### src/lpmd_pkg.sv
// Shared types and constants of the length-prefixed message deframer.
// Used by the front, the back, the top level and the checker; depends on nothing.
`timescale 1ns / 1ps
`default_nettype none

package lpmd_pkg;

   // Frame length limits, counting the message id and the payload.
   localparam logic [16:0] FRAME_LIMIT = 17'd65536;
   localparam logic [31:0] MIN_FRAME   = 32'd4;

   // The last byte of a four-byte header.
   localparam logic [1:0] HEADER_LAST = 2'd3;

   // Result kinds as they appear on the result channel.
   localparam logic [1:0] KIND_PAYLOAD = 2'd0;
   localparam logic [1:0] KIND_EMPTY   = 2'd1;
   localparam logic [1:0] KIND_ERROR   = 2'd2;

   // Stream phase of the front.
   typedef enum logic [1:0] {
      PHASE_LENGTH,
      PHASE_ID,
      PHASE_PAYLOAD,
      PHASE_CLOSED
   } phase_type;

   // Commands passed from the front to the back.
   typedef enum logic [1:0] {
      CMD_ID_BYTE,     // id byte, no result
      CMD_ID_EMPTY,    // last id byte of a frame without payload
      CMD_PAYLOAD,     // payload byte
      CMD_ERROR        // illegal length, connection closed
   } cmd_type;

   typedef struct packed {
      cmd_type    cmd;
      logic [7:0] data;
      logic       last;
   } cmd_entry_type;

endpackage

`default_nettype wire

### src/length_prefixed_message_deframer.sv
// Top level of the length-prefixed message deframer.
// Depends on lpmd_pkg, lpmd_front, lpmd_queue and lpmd_back.
//
//   Channel   Prefix  Direction  Contents
//   input     req_    in         rx_byte, one stream byte per word
//   result    rsp_    out        result_kind, message_id, payload_byte, end_of_message
//   register  csr_    in         max_frame_length, write only
//
// One word is taken per clock cycle while req_stall is low; a payload byte is written into
// the queue at the edge that takes it and moves on to the output register when it is free,
// for the receiver to take. Reset is synchronous and needs no clearing pass. A stall on
// the result channel is absorbed by the output register and the command queue of QUEUE_DEPTH
// words, after which req_stall rises; header words keep flowing while the queue has room.
`timescale 1ns / 1ps
`default_nettype none

module length_prefixed_message_deframer #(
   parameter int unsigned QUEUE_DEPTH = 4
) (
   input  wire logic                clock,
   input  wire logic                reset,
   input  wire logic                req_valid,
   output logic                     req_stall,
   input  wire logic [7:0]          req_rx_byte,
   output logic                     rsp_valid,
   input  wire logic                rsp_stall,
   output logic [1:0]               rsp_result_kind,
   output logic signed [31:0]       rsp_message_id,
   output logic [7:0]               rsp_payload_byte,
   output logic                     rsp_end_of_message,
   input  wire logic                csr_write_enable,
   input  wire logic [16:0]         csr_write_data
);

   localparam int unsigned ENTRY_W = $bits(lpmd_pkg::cmd_entry_type);

   lpmd_pkg::cmd_entry_type push_entry;
   lpmd_pkg::cmd_entry_type pop_entry;
   logic                    push_valid;
   logic                    queue_full;
   logic                    queue_not_empty;
   logic                    cmd_pop;
   logic [ENTRY_W-1:0]      pop_bits;

   // Header parsing and length check.
   lpmd_front u_front (
      .clock            (clock),
      .reset            (reset),
      .req_valid        (req_valid),
      .req_stall        (req_stall),
      .req_rx_byte      (req_rx_byte),
      .csr_write_enable (csr_write_enable),
      .csr_write_data   (csr_write_data),
      .push_valid       (push_valid),
      .push_entry       (push_entry),
      .queue_full       (queue_full)
   );

   // Command queue.
   lpmd_queue #(
      .WIDTH (ENTRY_W),
      .DEPTH (QUEUE_DEPTH)
   ) u_queue (
      .clock     (clock),
      .reset     (reset),
      .push      (push_valid),
      .push_data (push_entry),
      .full      (queue_full),
      .pop       (cmd_pop),
      .pop_data  (pop_bits),
      .not_empty (queue_not_empty)
   );

   assign pop_entry = lpmd_pkg::cmd_entry_type'(pop_bits);

   // Result formation.
   lpmd_back u_back (
      .clock              (clock),
      .reset              (reset),
      .cmd_valid          (queue_not_empty),
      .cmd_entry          (pop_entry),
      .cmd_pop            (cmd_pop),
      .rsp_valid          (rsp_valid),
      .rsp_stall          (rsp_stall),
      .rsp_result_kind    (rsp_result_kind),
      .rsp_message_id     (rsp_message_id),
      .rsp_payload_byte   (rsp_payload_byte),
      .rsp_end_of_message (rsp_end_of_message)
   );

endmodule

`default_nettype wire

### src/lpmd_front.sv
// Front of the deframer: takes words, gathers and checks the length header.
// Depends on lpmd_pkg; pushes classified commands into the command queue.
`timescale 1ns / 1ps
`default_nettype none

module lpmd_front (
   input  wire logic                  clock,
   input  wire logic                  reset,
   input  wire logic                  req_valid,
   output logic                       req_stall,
   input  wire logic [7:0]            req_rx_byte,
   input  wire logic                  csr_write_enable,
   input  wire logic [16:0]           csr_write_data,
   output logic                       push_valid,
   output lpmd_pkg::cmd_entry_type    push_entry,
   input  wire logic                  queue_full
);

   lpmd_pkg::phase_type phase_ff, phase_in;
   logic [1:0]          count_ff, count_in;
   logic [31:0]         length_ff, length_in;
   logic [16:0]         remaining_ff, remaining_in;
   logic [16:0]         max_length_ff;
   logic [16:0]         limit;
   logic [31:0]         length_next;
   logic                length_ok;
   logic                accept;

   // Maximum frame length register.
   always_ff @(posedge clock) begin
      if (reset) begin
         max_length_ff <= lpmd_pkg::FRAME_LIMIT;
      end else if (csr_write_enable) begin
         max_length_ff <= csr_write_data;
      end
   end

   // Phase and header counter.
   always_ff @(posedge clock) begin
      if (reset) begin
         phase_ff     <= lpmd_pkg::PHASE_LENGTH;
         count_ff     <= '0;
         remaining_ff <= '0;
      end else begin
         phase_ff     <= phase_in;
         count_ff     <= count_in;
         remaining_ff <= remaining_in;
      end
   end

   // Length bytes are fully replaced before they are used.
   always_ff @(posedge clock) begin
      length_ff <= length_in;
   end

   // A word is taken whenever the queue has room.
   assign req_stall = queue_full;
   assign accept    = req_valid && !queue_full;

   // Length check on the header as it completes.
   assign length_next = {length_ff[23:0], req_rx_byte};
   assign limit       = (max_length_ff > lpmd_pkg::FRAME_LIMIT) ?
                        lpmd_pkg::FRAME_LIMIT : max_length_ff;
   assign length_ok   = !length_next[31] && (length_next >= lpmd_pkg::MIN_FRAME) &&
                        (length_next <= {15'd0, limit});

   // Next phase and the command for the accepted word.
   always_comb begin
      phase_in        = phase_ff;
      count_in        = count_ff;
      length_in       = length_ff;
      remaining_in    = remaining_ff;
      push_valid      = 1'b0;
      push_entry.cmd  = lpmd_pkg::CMD_ID_BYTE;
      push_entry.data = req_rx_byte;
      push_entry.last = 1'b0;
      if (accept) begin
         unique case (phase_ff)
            lpmd_pkg::PHASE_LENGTH: begin
               length_in = length_next;
               if (count_ff != lpmd_pkg::HEADER_LAST) begin
                  count_in = count_ff + 2'd1;
               end else begin
                  count_in = '0;
                  if (length_ok) begin
                     remaining_in = 17'(length_next - lpmd_pkg::MIN_FRAME);
                     phase_in     = lpmd_pkg::PHASE_ID;
                  end else begin
                     phase_in        = lpmd_pkg::PHASE_CLOSED;
                     push_valid      = 1'b1;
                     push_entry.cmd  = lpmd_pkg::CMD_ERROR;
                     push_entry.last = 1'b1;
                  end
               end
            end
            lpmd_pkg::PHASE_ID: begin
               push_valid = 1'b1;
               if (count_ff != lpmd_pkg::HEADER_LAST) begin
                  count_in = count_ff + 2'd1;
               end else begin
                  count_in = '0;
                  if (remaining_ff == '0) begin
                     phase_in        = lpmd_pkg::PHASE_LENGTH;
                     push_entry.cmd  = lpmd_pkg::CMD_ID_EMPTY;
                     push_entry.last = 1'b1;
                  end else begin
                     phase_in = lpmd_pkg::PHASE_PAYLOAD;
                  end
               end
            end
            lpmd_pkg::PHASE_PAYLOAD: begin
               push_valid      = 1'b1;
               push_entry.cmd  = lpmd_pkg::CMD_PAYLOAD;
               remaining_in    = remaining_ff - 17'd1;
               push_entry.last = (remaining_ff == 17'd1);
               if (remaining_ff == 17'd1) begin
                  phase_in = lpmd_pkg::PHASE_LENGTH;
               end
            end
            lpmd_pkg::PHASE_CLOSED: begin
               // Dropped until reset.
               phase_in = lpmd_pkg::PHASE_CLOSED;
            end
            default: begin
               phase_in = lpmd_pkg::PHASE_CLOSED;
            end
         endcase
      end
   end

endmodule

`default_nettype wire

### src/lpmd_queue.sv
// Short command queue between the front and the back of the deframer.
// Generic width and depth; depends on nothing.
`timescale 1ns / 1ps
`default_nettype none

module lpmd_queue #(
   parameter int unsigned WIDTH = 11,
   parameter int unsigned DEPTH = 4
) (
   input  wire logic             clock,
   input  wire logic             reset,
   input  wire logic             push,
   input  wire logic [WIDTH-1:0] push_data,
   output logic                  full,
   input  wire logic             pop,
   output logic [WIDTH-1:0]      pop_data,
   output logic                  not_empty
);

   localparam int unsigned PTR_W = (DEPTH > 1) ? $clog2(DEPTH) : 1;
   localparam int unsigned CNT_W = $clog2(DEPTH + 1);
   localparam logic [PTR_W-1:0] PTR_LAST = PTR_W'(DEPTH - 1);
   localparam logic [CNT_W-1:0] CNT_FULL = CNT_W'(DEPTH);

   logic [WIDTH-1:0] entries_ff [DEPTH];
   logic [PTR_W-1:0] wr_ptr_ff, wr_ptr_in;
   logic [PTR_W-1:0] rd_ptr_ff, rd_ptr_in;
   logic [CNT_W-1:0] count_ff, count_in;
   logic             do_push;
   logic             do_pop;

   assign full      = (count_ff == CNT_FULL);
   assign not_empty = (count_ff != '0);
   assign do_push   = push && !full;
   assign do_pop    = pop && not_empty;
   assign pop_data  = entries_ff[rd_ptr_ff];

   // Pointer wrap and fill count.
   always_comb begin
      wr_ptr_in = wr_ptr_ff;
      rd_ptr_in = rd_ptr_ff;
      count_in  = count_ff;
      if (do_push) begin
         wr_ptr_in = (wr_ptr_ff == PTR_LAST) ? '0 : wr_ptr_ff + 1'b1;
      end
      if (do_pop) begin
         rd_ptr_in = (rd_ptr_ff == PTR_LAST) ? '0 : rd_ptr_ff + 1'b1;
      end
      if (do_push && !do_pop) begin
         count_in = count_ff + 1'b1;
      end else if (do_pop && !do_push) begin
         count_in = count_ff - 1'b1;
      end
   end

   always_ff @(posedge clock) begin
      if (reset) begin
         wr_ptr_ff <= '0;
         rd_ptr_ff <= '0;
         count_ff  <= '0;
      end else begin
         wr_ptr_ff <= wr_ptr_in;
         rd_ptr_ff <= rd_ptr_in;
         count_ff  <= count_in;
      end
   end

   // Storage needs no reset; the fill count guards it.
   always_ff @(posedge clock) begin
      if (do_push) begin
         entries_ff[wr_ptr_ff] <= push_data;
      end
   end

endmodule

`default_nettype wire

### src/lpmd_back.sv
// Back of the deframer: gathers the message id and forms result words.
// Depends on lpmd_pkg; drains the command queue into the output register.
`timescale 1ns / 1ps
`default_nettype none

module lpmd_back (
   input  wire logic                     clock,
   input  wire logic                     reset,
   input  wire logic                     cmd_valid,
   input  wire lpmd_pkg::cmd_entry_type  cmd_entry,
   output logic                          cmd_pop,
   output logic                          rsp_valid,
   input  wire logic                     rsp_stall,
   output logic [1:0]                    rsp_result_kind,
   output logic signed [31:0]            rsp_message_id,
   output logic [7:0]                    rsp_payload_byte,
   output logic                          rsp_end_of_message
);

   logic [31:0] id_ff, id_in;
   logic        rsp_valid_ff, rsp_valid_in;
   logic [1:0]  kind_ff, kind_in;
   logic [31:0] msg_id_ff, msg_id_in;
   logic [7:0]  byte_ff, byte_in;
   logic        eom_ff, eom_in;
   logic        is_result;
   logic        slot_free;
   logic        load;

   // Id bytes pass straight through; results wait for a free output slot.
   assign is_result = (cmd_entry.cmd != lpmd_pkg::CMD_ID_BYTE);
   assign slot_free = !rsp_valid_ff || !rsp_stall;
   assign cmd_pop   = cmd_valid && (!is_result || slot_free);
   assign load      = cmd_pop && is_result;

   // Id shift register and the fields of the next result.
   always_comb begin
      id_in     = id_ff;
      kind_in   = kind_ff;
      msg_id_in = msg_id_ff;
      byte_in   = byte_ff;
      eom_in    = eom_ff;
      if (cmd_pop && (cmd_entry.cmd == lpmd_pkg::CMD_ID_BYTE ||
                      cmd_entry.cmd == lpmd_pkg::CMD_ID_EMPTY)) begin
         id_in = {id_ff[23:0], cmd_entry.data};
      end
      if (load) begin
         unique case (cmd_entry.cmd)
            lpmd_pkg::CMD_PAYLOAD: begin
               kind_in   = lpmd_pkg::KIND_PAYLOAD;
               msg_id_in = id_ff;
               byte_in   = cmd_entry.data;
               eom_in    = cmd_entry.last;
            end
            lpmd_pkg::CMD_ID_EMPTY: begin
               kind_in   = lpmd_pkg::KIND_EMPTY;
               msg_id_in = {id_ff[23:0], cmd_entry.data};
               byte_in   = '0;
               eom_in    = 1'b1;
            end
            lpmd_pkg::CMD_ERROR: begin
               kind_in   = lpmd_pkg::KIND_ERROR;
               msg_id_in = '0;
               byte_in   = '0;
               eom_in    = 1'b1;
            end
            default: begin
               kind_in = kind_ff;
            end
         endcase
      end
   end

   // The output word stays valid until it is taken.
   always_comb begin
      if (slot_free) begin
         rsp_valid_in = load;
      end else begin
         rsp_valid_in = rsp_valid_ff;
      end
   end

   always_ff @(posedge clock) begin
      if (reset) begin
         rsp_valid_ff <= 1'b0;
      end else begin
         rsp_valid_ff <= rsp_valid_in;
      end
   end

   always_ff @(posedge clock) begin
      id_ff     <= id_in;
      kind_ff   <= kind_in;
      msg_id_ff <= msg_id_in;
      byte_ff   <= byte_in;
      eom_ff    <= eom_in;
   end

   assign rsp_valid          = rsp_valid_ff;
   assign rsp_result_kind    = kind_ff;
   assign rsp_message_id     = signed'(msg_id_ff);
   assign rsp_payload_byte   = byte_ff;
   assign rsp_end_of_message = eom_ff;

endmodule

`default_nettype wire

### config.mk
export PLATFORM = sky130hd
export DESIGN_NAME = length_prefixed_message_deframer
export DESIGN_NICKNAME = d
export VERILOG_FILES = /design/src/lpmd_pkg.sv /design/src/length_prefixed_message_deframer.sv /design/src/lpmd_front.sv /design/src/lpmd_queue.sv /design/src/lpmd_back.sv
export SDC_FILE = /design/constraint.sdc
export NUM_CORES = 1
export LEC_CHECK = 0
export BUFFER_PORTS_ARGS = -buffer_cell sky130_fd_sc_hd__buf_2
export CAP_MARGIN = 20
export CORE_UTILIZATION = 59
export CTS_CLUSTER_SIZE = 8
export DETAILED_ROUTE_END_ITERATION = 8
export GPL_TIMING_DRIVEN = 0
export PLACE_DENSITY = 0.85
export SLEW_MARGIN = 20
export SYNTH_ARGS = -nofsm -noshare
export SYNTH_HDL_FRONTEND = slang
export SYNTH_SLANG_ARGS = --single-unit
### constraint.sdc
create_clock -name clock -period 5.25 [get_ports clock]
set_input_delay 0.2625 -clock clock [delete_from_list [all_inputs] [get_ports clock]]
set_output_delay 0.2625 -clock clock [all_outputs]
set_load 0.005 [all_outputs]
; ---- Yosys cells after proc, flatten, opt, wreduce, memory -nomap -nowiden
; Memory sizes are Yosys's and may differ from the RTL's. A register that Yosys moved wholly into a read port is not among the register bits.
; Cells that the tools add are included.
[totals]
ff_bits = 145
latchBits = 0
ramBits = 44
mem_bits_ro = 0
out_inout_bits = 45
memories = 1
[memory_table]
columns = name, depth, word_bits, read_ports, rd_ports_with_merged_regs, wr, line_no
row1 = u_queue.entries_ff, 4, 11, 1, 1, 1, lpmd_queue.sv:25  ; logic [WIDTH-1:0] entries_ff [DEPTH];
[op_classes]
add_sub_neg = 7
multipliers = 0
div = 0
magnitude_cmp = 3
eq_ne = 15
shifts = 0
mux = 37
n_bitwise = 0
reduce_logical = 38
[op_table]
columns = cell, count
row1 = case mux 32 bit (3 select lines), 1
row2 = 2-to-1 mux 17 bit, 3
row3 = case mux 17 bit (2 select lines), 1
row4 = greater-or-equal comparator 32 x 3 -> 1 bit (second input constant), 1
row5 = less-or-equal comparator 32 x 17 -> 1 bit, 1
row6 = 2-to-1 mux 2 bit, 14
row7 = equality test 17 x 1 -> 1 bit (second input constant), 1
row8 = greater-than comparator 17 bit (second input constant), 1
row9 = logical NOT 17 bit, 1
row10 = subtractor 17 x 1 -> 17 bit (second input constant), 1
row11 = subtractor 17 x 3 -> 17 bit (second input constant), 1
row12 = case mux 8 bit (2 select lines), 1
row13 = equality test 2 bit (second input constant), 6
row14 = case mux 2 bit (3 select lines), 2
row15 = logical AND 1 bit, 10
row16 = 2-to-1 mux 1 bit, 9
row17 = case mux 2 bit (4 select lines), 1
row18 = AND reduction 2 bit, 4
row19 = AND reduction 4 bit, 2
row20 = nonzero test 2 bit, 4
row21 = logical NOT 1 bit, 7
row22 = adder 2 x 1 -> 2 bit (second input constant), 3
row23 = 2-to-1 mux 3 bit, 2
row24 = inequality test 2 bit (second input constant), 3
row25 = other kinds (11), 20

; ---- Depth between registers and ports, before layout
; Gate-level depths: netlist (run 1).
[depth]
word_depth = 13
ltp_mapped = 17

; ---- Hierarchy
; A second synthesis (run 1) with hierarchy kept.
[unflattened]
cells_unflattened = 636
area_unflattened_um2 = 8389.3
[modules_own_cells]
columns = mod, n_inst, cells_per_inst, area_per_inst_um2, seq_area_each_um2
row1 = lpmd_front, 1, 393, 3555.9, 1481.4
row2 = lpmd_back, 1, 136, 2757.6, 2272.2
row3 = lpmd_queue, 1, 107, 2075.7, 1501.4

; ---- Worst setup path before layout (run 1)
; No wires, ideal clock.
[synth_timing]
path_kind = flip-flop to flip-flop
from = register u_front.max_length_ff[4]
to = register u_queue.count_ff[2]
setup_time_ns = 0.070
arrival_time_ns = 3.897
setup_slack_ns = 1.282
stages_incl_launch_ff = 18
n_path_buf = 1
synth_period_minus_slack_ns = 3.968
path_cell_list = dfxtp_1 > nor4_1 > a41o_1 > clkbuf_1 > nand2_1 > ha_1 > nand4_1 > or3_1 > a21oi_1 > o31a_1 > o21bai_4 > a211oi_4 > ha_1 > inv_1 > fa_1 > xor2_1 > or3_1 > a21oi_1
[synth_via]
elab_chain_len = 12
[synth_lines]
columns = item, line_no
row1 = from (decl), lpmd_front.sv:23  ; logic [16:0] max_length_ff;
row2 = from (signal assigned), lpmd_front.sv:32  ; max_length_ff <= lpmd_pkg::FRAME_LIMIT;
row3 = from (signal assigned), lpmd_front.sv:34  ; max_length_ff <= csr_write_data;
row4 = greater-than comparator 17 bit, lpmd_front.sv:62  ; assign limit = (max_length_ff > lpmd_pkg::FRAME_LIMIT) ?
row5 = 2-to-1 mux 17 bit (*), lpmd_front.sv:62
row6 = less-or-equal comparator 32 x 17 -> 1 bit (*), lpmd_front.sv:65  ; (length_next <= {15'd0, limit});
row7 = logical AND 1 bit (*), lpmd_front.sv:64  ; assign length_ok = !length_next[31] && (length_next >= lpmd_pkg::MIN_FRAME) &&
row8 = 2-to-1 mux 1 bit (*), lpmd_front.sv:85  ; if (length_ok) begin
row9 = 2-to-1 mux 1 bit (*), lpmd_front.sv:81  ; if (count_ff != lpmd_pkg::HEADER_LAST) begin
row10 = case mux 1 bit (2 select lines) (*), lpmd_front.sv:78  ; unique case (phase_ff)
row11 = 2-to-1 mux 1 bit (*), lpmd_front.sv:77  ; if (accept) begin
row12 = logical AND 1 bit (*), lpmd_queue.sv:34  ; assign do_push = push && !full;
row13 = net u_queue.do_push, lpmd_queue.sv:29  ; logic do_push;
row14 = logical NOT 1 bit, lpmd_queue.sv:51  ; end else if (do_pop && !do_push) begin
row15 = logical AND 1 bit, lpmd_queue.sv:51
row16 = nonzero test 2 bit (no source line), -
row17 = to (signal assigned), lpmd_queue.sv:64  ; count_ff <= count_in;
row18 = to (decl), lpmd_queue.sv:28  ; logic [CNT_W-1:0] count_ff, count_in;
; Mark *: on every way through the listed nets, which the timed path passes. The rest lies on a longest branch.
; A chain may end at the register's enable or synchronous reset.

; ---- Worst setup path in the final report (run 1)
; Same ends and word-level chain as after synthesis.

==> run_results.csv, run 1 <==
group,metric,value,unit
outcome,status,"completed",
sta,timing.final.hold_violations,0,
sta,setup_viol,0,
cts,cts_tree,"yes",
detailed_routing,antenna_left,0,
die,die_area,0.0145,sq mm
hold_path,min_from,"csr_write_data[16]",
sta,hold_ws,0.0495,ns
setup_path,end_kind,"flip-flop",
synth,yosysUniqueCellTypes,61,
place,preCtsSetupSlack,0.700,ns
setup_path,start_kind,"flip-flop",
setup_path,regToRegSetupSlack,0.55,ns
setup_path,cp_max_fo,10,
synth,synth_edf_count,143,
cts,cts_sinks,191,
synth,synth-main-ff-cell,"edfxtp_1",
grt,grt_max_degree,30,
finish,n_antenna_cell,0,
die,die_w,120,um
flow_run,drv_cap,0,
synth,synth_top_area_frac,0.518,
setup_path,worst_path_largest_cell_delay,0.43,ns
grt,grtUsageTotal,0.267,
grt,antenna_found_initial,0,
detailed_routing,first_pass_iters,7,
synth,yosysTopAreaCell,"edfxtp_1",
place,port-buffer-count,72,
synth,syn_area_per_cell,13.1,sq um
power_and_ir_drop,ir_drop,0.000252,V
sta,slew_violations,0,
place,dp_hpwl,12200,um
die,core,0.0135,sq mm
power_and_ir_drop,power.density,530,mW/mm^2
die,start_util,0.616,
die,rows,42,
grt,grt_pass1_wl,28700,um
cts,post-cts-setup-buffer-count,0,
detailed_routing,drt_iter0_drc,611,
cts,clkTransAtPathRegs,0.07,ns
cts,htree_levels,4,
synth,synth_area,0.00828,sq mm
detailed_routing,vias,5590,
hold_path,min_to,"u_front.max_length_ff[16]$_SDFFE_PP1P_",
synth,ys_top_cells_by_area,"edfxtp_1 (52%), dfxtp_1 (12%), ha_1 (4.8%)",
detailed_routing,routed_wl,17900,um
grt,grt_overflow,0,
hold_path,hold_depth,3,
synth,synth_warnings,0,
sta,clock-skew-final,0.0107,ns
cts,hold_buffers,0,
sta,relSlewSlack,0.487,
detailed_routing,vias_per_cell,6.09,
sta,min_period_over_period,0.894,
sta,worst_slew_pin_slew,0.762,ns
setup_path,cp_cell_sequence,"nor4_1 > a41o_1 > clkbuf_1 > nand2_1 > ha_1 > nand4_1 > or3_1 > a21oi_1 > o31a_1 > o21bai_4 > a211oi_4 > ha_1 > inv_1 > fa_1 > xor2_1 > or3_1 > a21oi_1",
detailed_routing,drcViolationCount,0,
finish,final_nets,792,
detailed_routing,wire_per_inst,19.5,um
sta,finalSetupTns,0,ns
die,num_io_pins,75,
finish,area_growth,15.1,%
setup_path,cp.arrival,5.06,ns
power_and_ir_drop,p_leak,3.52,nW
sta,rsz0062_at_grt,"no",
synth,syn_inst,634,
setup_path,worst_r2r_path_depth,17,
finish,final_common_cell,"edfxtp_1",
grt,grt_pass1_vias,5540,
place,gp_congestion,0.913,
setup_path,required,5.61,ns
sta,max_freq,213,MHz
sta,worst_slack,0.554,ns
hold_path,hp-class,"in -> reg",
setup_path,timing.rr.start,"u_front.max_length_ff[4]$_SDFFE_PP0P_",
cts,post_cts_resized,0,
setup_path,critical_path_class,"reg -> reg",
cts,cts_buffer_depth,2,
finish,num-fill-cells,897,
setup_path,critical-path-slowest-cell,"or3_1",
synth,ys_seq_area_frac,0.634,
finish,final_util,0.709,
setup_path,r2r_end,"u_queue.count_ff[2]$_SDFFE_PP0P_",
sta,fin_crit,4.70,ns
cts,cts_buffers,17,
synth,syn_nets,697,
cts,cts_root_buffer,"clkbuf_16",
die,die-height,120,um
finish,final_cell_mix,"edfxtp_1 (143), buf_2 (79), nor2_1 (65)",
finish,layout-drive-gt1-share,0.191,
synth,synthArstFlopShare,0,
cts,clk_latency,0.44,ns
synth,ys_ff_latch,191,
-- logic make-up (layout without fill, tap and decap cells) --
kind of cell	Yosys count	in the layout	share of synthesized area
flops	191	191	0.634
simple gates	192	192	0.115
compound gates	124	124	0.106
buf+inv	45	153	0.0213
mux	35	35	0.0583
xor+xnor	14	14	0.0148
fa+ha+maj	33	33	0.0508
-- stage by stage --
step           power (mW)  area, sq um  cells
2_1_floorplan        3.21         8280    634
3_3_place_gp         3.60         8860    882
3_5_place_dp         3.75         8940    886
4_1_cts              5.07         9530    918
5_1_grt              5.28         9530    918
6_report             5.05         9530    918
-- power by group --
part,total [mW],internal [mW],switching [mW]
combinational,1.31,0.547,0.767
clock,1.30,0.715,0.584
sequential,2.44,2.22,0.217
-- worst max path at each step --
stage                                           from  cells after the start                               end  slack (ns)
6_report       u_front.max_length_ff[4]$_SDFFE_PP0P_                     17  u_queue.count_ff[2]$_SDFFE_PP0P_        0.55
5_1_grt        u_front.max_length_ff[4]$_SDFFE_PP0P_                     17  u_queue.count_ff[2]$_SDFFE_PP0P_        0.29
4_1_cts        u_front.max_length_ff[1]$_SDFFE_PP0P_                     17  u_queue.count_ff[2]$_SDFFE_PP0P_        0.59
3_5_place_dp   u_front.max_length_ff[4]$_SDFFE_PP0P_                     17  u_queue.count_ff[2]$_SDFFE_PP0P_        0.70
3_3_place_gp   u_front.max_length_ff[4]$_SDFFE_PP0P_                     17  u_queue.count_ff[2]$_SDFFE_PP0P_        0.70
2_1_floorplan  u_front.max_length_ff[4]$_SDFFE_PP0P_                     17  u_queue.count_ff[2]$_SDFFE_PP0P_        1.28
-- synth_stat cells, types with 3 or more instances --
library cell,instances
edfxtp_1,143
nor2_1,68
dfxtp_1,48
nand2_1,44
a21oi_1,39
a22o_1,32
ha_1,32
mux2i_1,22
clkbuf_1,20
o21ai_0,18
inv_1,17
and2_1,14
nor3_1,13
mux4_2,10
nor4_1,9
xor2_1,8
buf_2,6
nand2b_1,6
nand4_1,6
o32ai_1,6
xnor2_1,6
nand3_1,5
a211oi_1,4
or2_2,4
or3_1,4
or4_1,4
a211o_1,3
a21o_1,3
o22ai_1,3
-- area by class of cell --
| cell class | instances | area [sq um] | area share |
|---|---|---|---|
| clock inverter | 13 | 156 | 0.0164 |
| multi-input combinational | 398 | 2870 | 0.301 |
| clock buffer | 19 | 433 | 0.0454 |
| sequential | 191 | 5260 | 0.551 |
| timing repair buffer | 76 | 424 | 0.0445 |
| inverter | 18 | 67.6 | 0.00709 |
| tap | 176 | 220 | 0.0231 |
| buffer | 27 | 109 | 0.0114 |
-- registers in the layout, indices dropped and copies added, names as in the netlist, 3 cells and up, named ones only --
register	flops
u_queue.entries_ff	44
u_back.id_ff	32
u_back.rsp_message_id	32
u_front.length_ff	24
u_front.max_length_ff	17
u_front.remaining_ff	17
u_back.rsp_payload_byte	8
u_queue.count_ff	3
-- per-layer routing --
metal | track usage | wire [um]
met5 | 0 | 0
met4 | 0.149 | 679
met2 | 0.447 | 8930
met1 | 0.325 | 7180
met3 | 0.0514 | 1100
-- critical path, delay by kind of cell, from the launching register on --
family	cells	cell delay [ns]
buf+inv	2	0.36
flops	1	0.33
compound gates	6	1.32
simple gates	5	1.45
fa+ha+maj	3	0.99
xor+xnor	1	0.18
Power figures use the tool's default switching activity.
==> inputs of run 2 (changes only) <==
- CELL_PAD_IN_SITES_DETAIL_PLACEMENT: not set -> 1
- CELL_PAD_IN_SITES_GLOBAL_PLACEMENT: not set -> 1
- CORE_UTILIZATION: 59 -> 49
- PLACE_DENSITY: 0.85 -> 0.86
==> run 2 against run 1 <==
Compared with the run above: combinational power hardly changed; sequential power hardly changed; register-to-register slack worse by 0.20 ns; die area is 20% higher; sequential share of layout area is 0.29 points lower; maximum frequency is 4.1% lower; cell area is 0.54% higher; non-clock buffer count is 1 lower; hold slack worse by 0.0032 ns; first-iteration DRC count is 48% lower; global-route usage is 1.8 points lower; routed wire length is 14% higher.
==> run_results.csv, run 2 (synthesis gave the netlist of run 1 again) <==
group,metric,value,unit
outcome,status,"completed",
power_and_ir_drop,power.density,530,mW/mm^2
hold_path,hp-class,"in -> reg",
finish,fin_area,0.00959,sq mm
place,dp_hpwl,15100,um
sta,worst_slew_pin_slew,0.944,ns
die,start_util,0.501,
cts,cts_buffer_depth,2,
cts,post-cts-setup-buffer-count,0,
sta,timing.final.hold_violations,0,
grt,grtUsageTotal,0.249,
finish,n_antenna_cell,0,
sta,relSlewSlack,0.365,
setup_path,critical_path_class,"reg -> reg",
place,port-buffer-count,72,
sta,slew_violations,0,
cts,htree_levels,4,
power_and_ir_drop,p_leak,3.53,nW
detailed_routing,wire_per_inst,21.3,um
cts,post_cts_resized,0,
finish,largest_register,"u_queue.entries_ff",
die,rows,47,
die,die_w,132,um
die,die_area,0.0174,sq mm
detailed_routing,routed_wl,20500,um
setup_path,cp.arrival,5.26,ns
cts,cts_buffers,17,
die,die-height,132,um
sta,fin_crit,4.90,ns
setup_path,end_kind,"flip-flop",
finish,layout-drive-gt1-share,0.193,
place,dpl-instance-area,0.00899,sq mm
finish,largest_reg_flops,44,
power_and_ir_drop,power,5.08,mW
die,num_io_pins,75,
cts,hold_buffers,0,
detailed_routing,vias,5593,
setup_path,required,5.61,ns
setup_path,regToRegSetupSlack,0.35,ns
detailed_routing,antenna_left,0,
finish,area_growth,15.7,%
cts,cts_root_buffer,"clkbuf_16",
cts,clkTransAtPathRegs,0.07,ns
power_and_ir_drop,ir_drop,0.000351,V
sta,finalSetupTns,0,ns
cts,clk_latency,0.44,ns
detailed_routing,drcViolationCount,0,
finish,final_nets,791,
sta,rsz0062_at_grt,"no",
die,core,0.0165,sq mm
detailed_routing,vias_per_cell,5.83,
grt,grt_pass1_wl,32700,um
grt,antenna_found_initial,0,
finish,final_cell_mix,"edfxtp_1 (143), buf_2 (78), nor2_1 (65)",
setup_path,cp_max_fo,10,
sta,max_freq,204,MHz
grt,grt_overflow,0,
cts,cts_tree,"yes",
detailed_routing,drt_iter0_drc,320,
cts,cts_sinks,191,
finish,multi_input_area,0.00288,sq mm
detailed_routing,first_pass_iters,5,
sta,min_period_over_period,0.933,
finish,seqCellArea,0.00526,sq mm
sta,clock-skew-final,0.0152,ns
grt,grt_max_degree,34,
place,gp_congestion,0.881,
finish,num-fill-cells,1664,
sta,setup_viol,0,
grt,grt_pass1_vias,5989,
finish,final_common_cell,"edfxtp_1",
setup_path,start_kind,"flip-flop",
flow_run,drv_cap,0,
run 2: cell count changes in the layout (fill, tap and decap cells not counted), moves of 2 or more:
cell,delta
inv_8,+3
clkbuf_1,-2
clkinvlp_4,-2
clkinv_4,+2
run 2: metrics by stage:
stage / cells / hold WS (ns) / util / setup WS [ns]
3_3_place_gp: 926 / 0.431 / 0.540 / 0.595
6_report: 960 / 0.0463 / 0.580 / 0.352
2_1_floorplan: 634 / 0.361 / - / 1.28
3_5_place_dp: 929 / 0.453 / 0.544 / 0.530
5_1_grt: 960 / 0.0609 / 0.580 / 0.0988
4_1_cts: 960 / 0.0321 / 0.580 / 0.338
run 2: metal layers:
layer / up-vias / part of all wire / GRT usage / wire length [um]
li1: 2583 / - / - / -
met1: 2802 / 0.40 / 0.291 / 8250
met2: 174 / 0.53 / 0.448 / 10800
met3: 34 / 0.041 / 0.0461 / 844
met4: 0 / 0.027 / 0.105 / 563
met5: - / 0 / 0 / 0
run 2: cell type report:
class	instances	share of cell area
buffer	27	0.0114
clock buffer	17	0.0444
clock inverter	14	0.0172
inverter	18	0.00705
multi-input combinational	398	0.300
sequential	191	0.548
tap	220	0.0287
timing repair buffer	75	0.0429
run 2: power breakdown:
part	leakage [nW]	switching, mW	total [mW]	internal (mW)
sequential	1.74	0.231	2.45	2.22
clock	0.288	0.612	1.29	0.680
combinational	1.50	0.792	1.33	0.541
total	3.53	1.64	5.08	3.44
run 2: final timing paths:
| check | cells past startpoint | from | endpoint |
|---|---|---|---|
| setup / recovery | 17 | u_front.max_length_ff[4]$_SDFFE_PP0P_ | u_queue.count_ff[2]$_SDFFE_PP0P_ |
| hold reg to reg | 0 | u_front.length_ff[13]$_DFFE_PP_ | u_front.length_ff[21]$_DFFE_PP_ |
| hold / removal | 3 | csr_write_data[16] | u_front.max_length_ff[16]$_SDFFE_PP1P_ |
| setup reg to reg | 17 | u_front.max_length_ff[4]$_SDFFE_PP0P_ | u_queue.count_ff[2]$_SDFFE_PP0P_ |
run 2: worst max-delay path: stages (launching register included):
cell and delay (ns):
dfxtp_1 0.35, nor4_1 0.36, a41o_1 0.21, clkbuf_1 0.33
nand2_1 0.11, ha_1 0.34, nand4_1 0.20, or3_1 0.44
a21oi_1 0.19, o31a_1 0.34, o21bai_4 0.13, a211oi_4 0.43
ha_1 0.29, inv_1 0.07, fa_1 0.38, xor2_1 0.19
or3_1 0.32, a21oi_1 0.14
==> inputs of run 3 (changes only) <==
- clock period: 5.25 -> 5.02 ns (I/O delays scaled with it)
==> run 3 against run 2 <==
Compared with the run above: non-clock buffer count decreased by 1; hold slack got worse by 0.012 ns; core utilization about the same.
==> run_results.csv, run 3 (synthesis gave the netlist of run 1 again) <==
group,metric,value,unit
finish,largest_register,"u_queue.entries_ff",
finish,layout-drive-gt1-share,0.194,
detailed_routing,routed_wl,20500,um
setup_path,end_kind,"flip-flop",
cts,htree_levels,4,
cts,post_cts_resized,0,
power_and_ir_drop,power.density,554,mW/mm^2
sta,worst_slew_pin_slew,0.933,ns
sta,relSlewSlack,0.372,
power_and_ir_drop,p_clk_frac,0.254,
flow_run,drv_cap,0,
power_and_ir_drop,sw_frac_of_total,0.322,
setup_path,required,5.38,ns
place,dp_cells,929,
cts,cts_tree,"yes",
sta,fin_crit,4.77,ns
setup_path,critical_path_class,"reg -> reg",
finish,final_common_cell,"edfxtp_1",
cts,clkTransAtPathRegs,0.07,ns
power_and_ir_drop,switchingPower,1.71,mW
finish,n_antenna_cell,0,
grt,grt_pass1_vias,5989,
sta,hold_ws,0.0341,ns
sta,timing.final.hold_violations,0,
sta,max_freq,210,MHz
die,die_area,0.0174,sq mm
detailed_routing,wire_per_inst,21.4,um
sta,clock-skew-final,0.0139,ns
cts,hold_buffers,0,
setup_path,cp.arrival,5.13,ns
die,die_w,132,um
grt,grt_pass1_wl,32700,um
detailed_routing,vias,5592,
finish,final_nets,790,
cts,post-cts-setup-buffer-count,0,
grt,antenna_found_initial,0,
sta,min_period_over_period,0.951,
finish,largest_reg_flops,44,
grt,grt_max_degree,34,
hold_path,hp-class,"in -> reg",
detailed_routing,antenna_left,0,
power_and_ir_drop,ir_drop,0.000367,V
setup_path,cp_max_fo,10,
power_and_ir_drop,internal_power,3.60,mW
sta,setup_viol,0,
finish,fin_cells,959,
place,gp_congestion,0.881,
cts,cts_buffers,17,
grt,grt_overflow,0,
outcome,status,"completed",
sta,rsz0062_at_grt,"no",
sta,finalSetupTns,0,ns
cts,cts_sinks,191,
die,start_util,0.501,
finish,area_growth,15.7,%
sta,slew_violations,0,
detailed_routing,first_pass_iters,4,
cts,cts_buffer_depth,2,
detailed_routing,drt_iter0_drc,288,
place,dp_hpwl,15100,um
cts,clk_latency,0.44,ns
place,port-buffer-count,72,
power_and_ir_drop,p_leak,3.53,nW
setup_path,start_kind,"flip-flop",
die,die-height,132,um
detailed_routing,drcViolationCount,0,
detailed_routing,vias_per_cell,5.83,
power_and_ir_drop,p_seq_frac,0.483,
finish,final_cell_mix,"edfxtp_1 (143), buf_2 (78), nor2_1 (65)",
die,num_io_pins,75,
die,core,0.0165,sq mm
die,rows,47,
cts,cts_root_buffer,"clkbuf_16",
grt,grtUsageTotal,0.249,
power_and_ir_drop,combPwrFrac,0.263,
[run 3: layout make-up]
| class | instances | area, sq um |
|---|---|---|
| clock inverter | 14 | 165 |
| clock buffer | 17 | 425 |
| sequential | 191 | 5260 |
| buffer | 26 | 105 |
| tap | 220 | 275 |
| timing repair buffer | 75 | 412 |
| multi-input combinational | 398 | 2880 |
| fill | 1663 | 6940 |
| inverter | 18 | 67.6 |
[run 3: critical path, stage by stage, from the launching register on]
cell and delay [ns]:
dfxtp_1 0.35, nor4_1 0.36, a41o_1 0.42, nand2_1 0.10, ha_1 0.34, nand4_1 0.20
or3_1 0.44, a21oi_1 0.19, o31a_1 0.34, o21bai_4 0.13, a211oi_4 0.44, ha_1 0.29
inv_1 0.07, fa_1 0.38, xor2_1 0.19, or3_1 0.33, a21oi_1 0.14
[run 3: final timing paths]
check,endpoint,startpoint,slack (ns),cells past startpoint
worst max-delay path,u_queue.count_ff[2]$_SDFFE_PP0P_,u_front.max_length_ff[4]$_SDFFE_PP0P_,0.25,16
worst min-delay path,u_front.max_length_ff[16]$_SDFFE_PP1P_,csr_write_data[16],0.03,3
worst max register to register,u_queue.count_ff[2]$_SDFFE_PP0P_,u_front.max_length_ff[4]$_SDFFE_PP0P_,0.25,16
worst min register to register,u_front.length_ff[18]$_DFFE_PP_,u_front.length_ff[10]$_DFFE_PP_,0.48,0
[run 3: power by group through the flow]
| stage | Combinational [mW] | Clock, mW | Sequential [mW] |
|---|---|---|---|
| after global placement | 1.23 | 0 | 2.56 |
| after CTS | 1.41 | 1.37 | 2.57 |
| final | 1.39 | 1.35 | 2.57 |
| after detailed placement | 1.40 | 0 | 2.60 |
| after floorplan | 0.800 | 0 | 2.55 |
| after global routing | 1.52 | 1.42 | 2.61 |
[run 3: through the flow]
stage / total power, mW / util / area, sq um / worst slack (ns)
5_1_grt: 5.56 / 0.580 / 9580 / 0.0210
3_3_place_gp: 3.79 / 0.540 / 8920 / 0.365
3_5_place_dp: 4.00 / 0.544 / 8990 / 0.300
2_1_floorplan: 3.35 / - / 8280 / 1.05
4_1_cts: 5.35 / 0.580 / 9590 / 0.108
6_report: 5.31 / 0.580 / 9580 / 0.248
[run 3: per-layer routing]
metal  GRT usage  part of all wire
met3      0.0461             0.044
met2       0.448              0.53
met1       0.291              0.40
met5           0                 0
met4       0.105             0.029
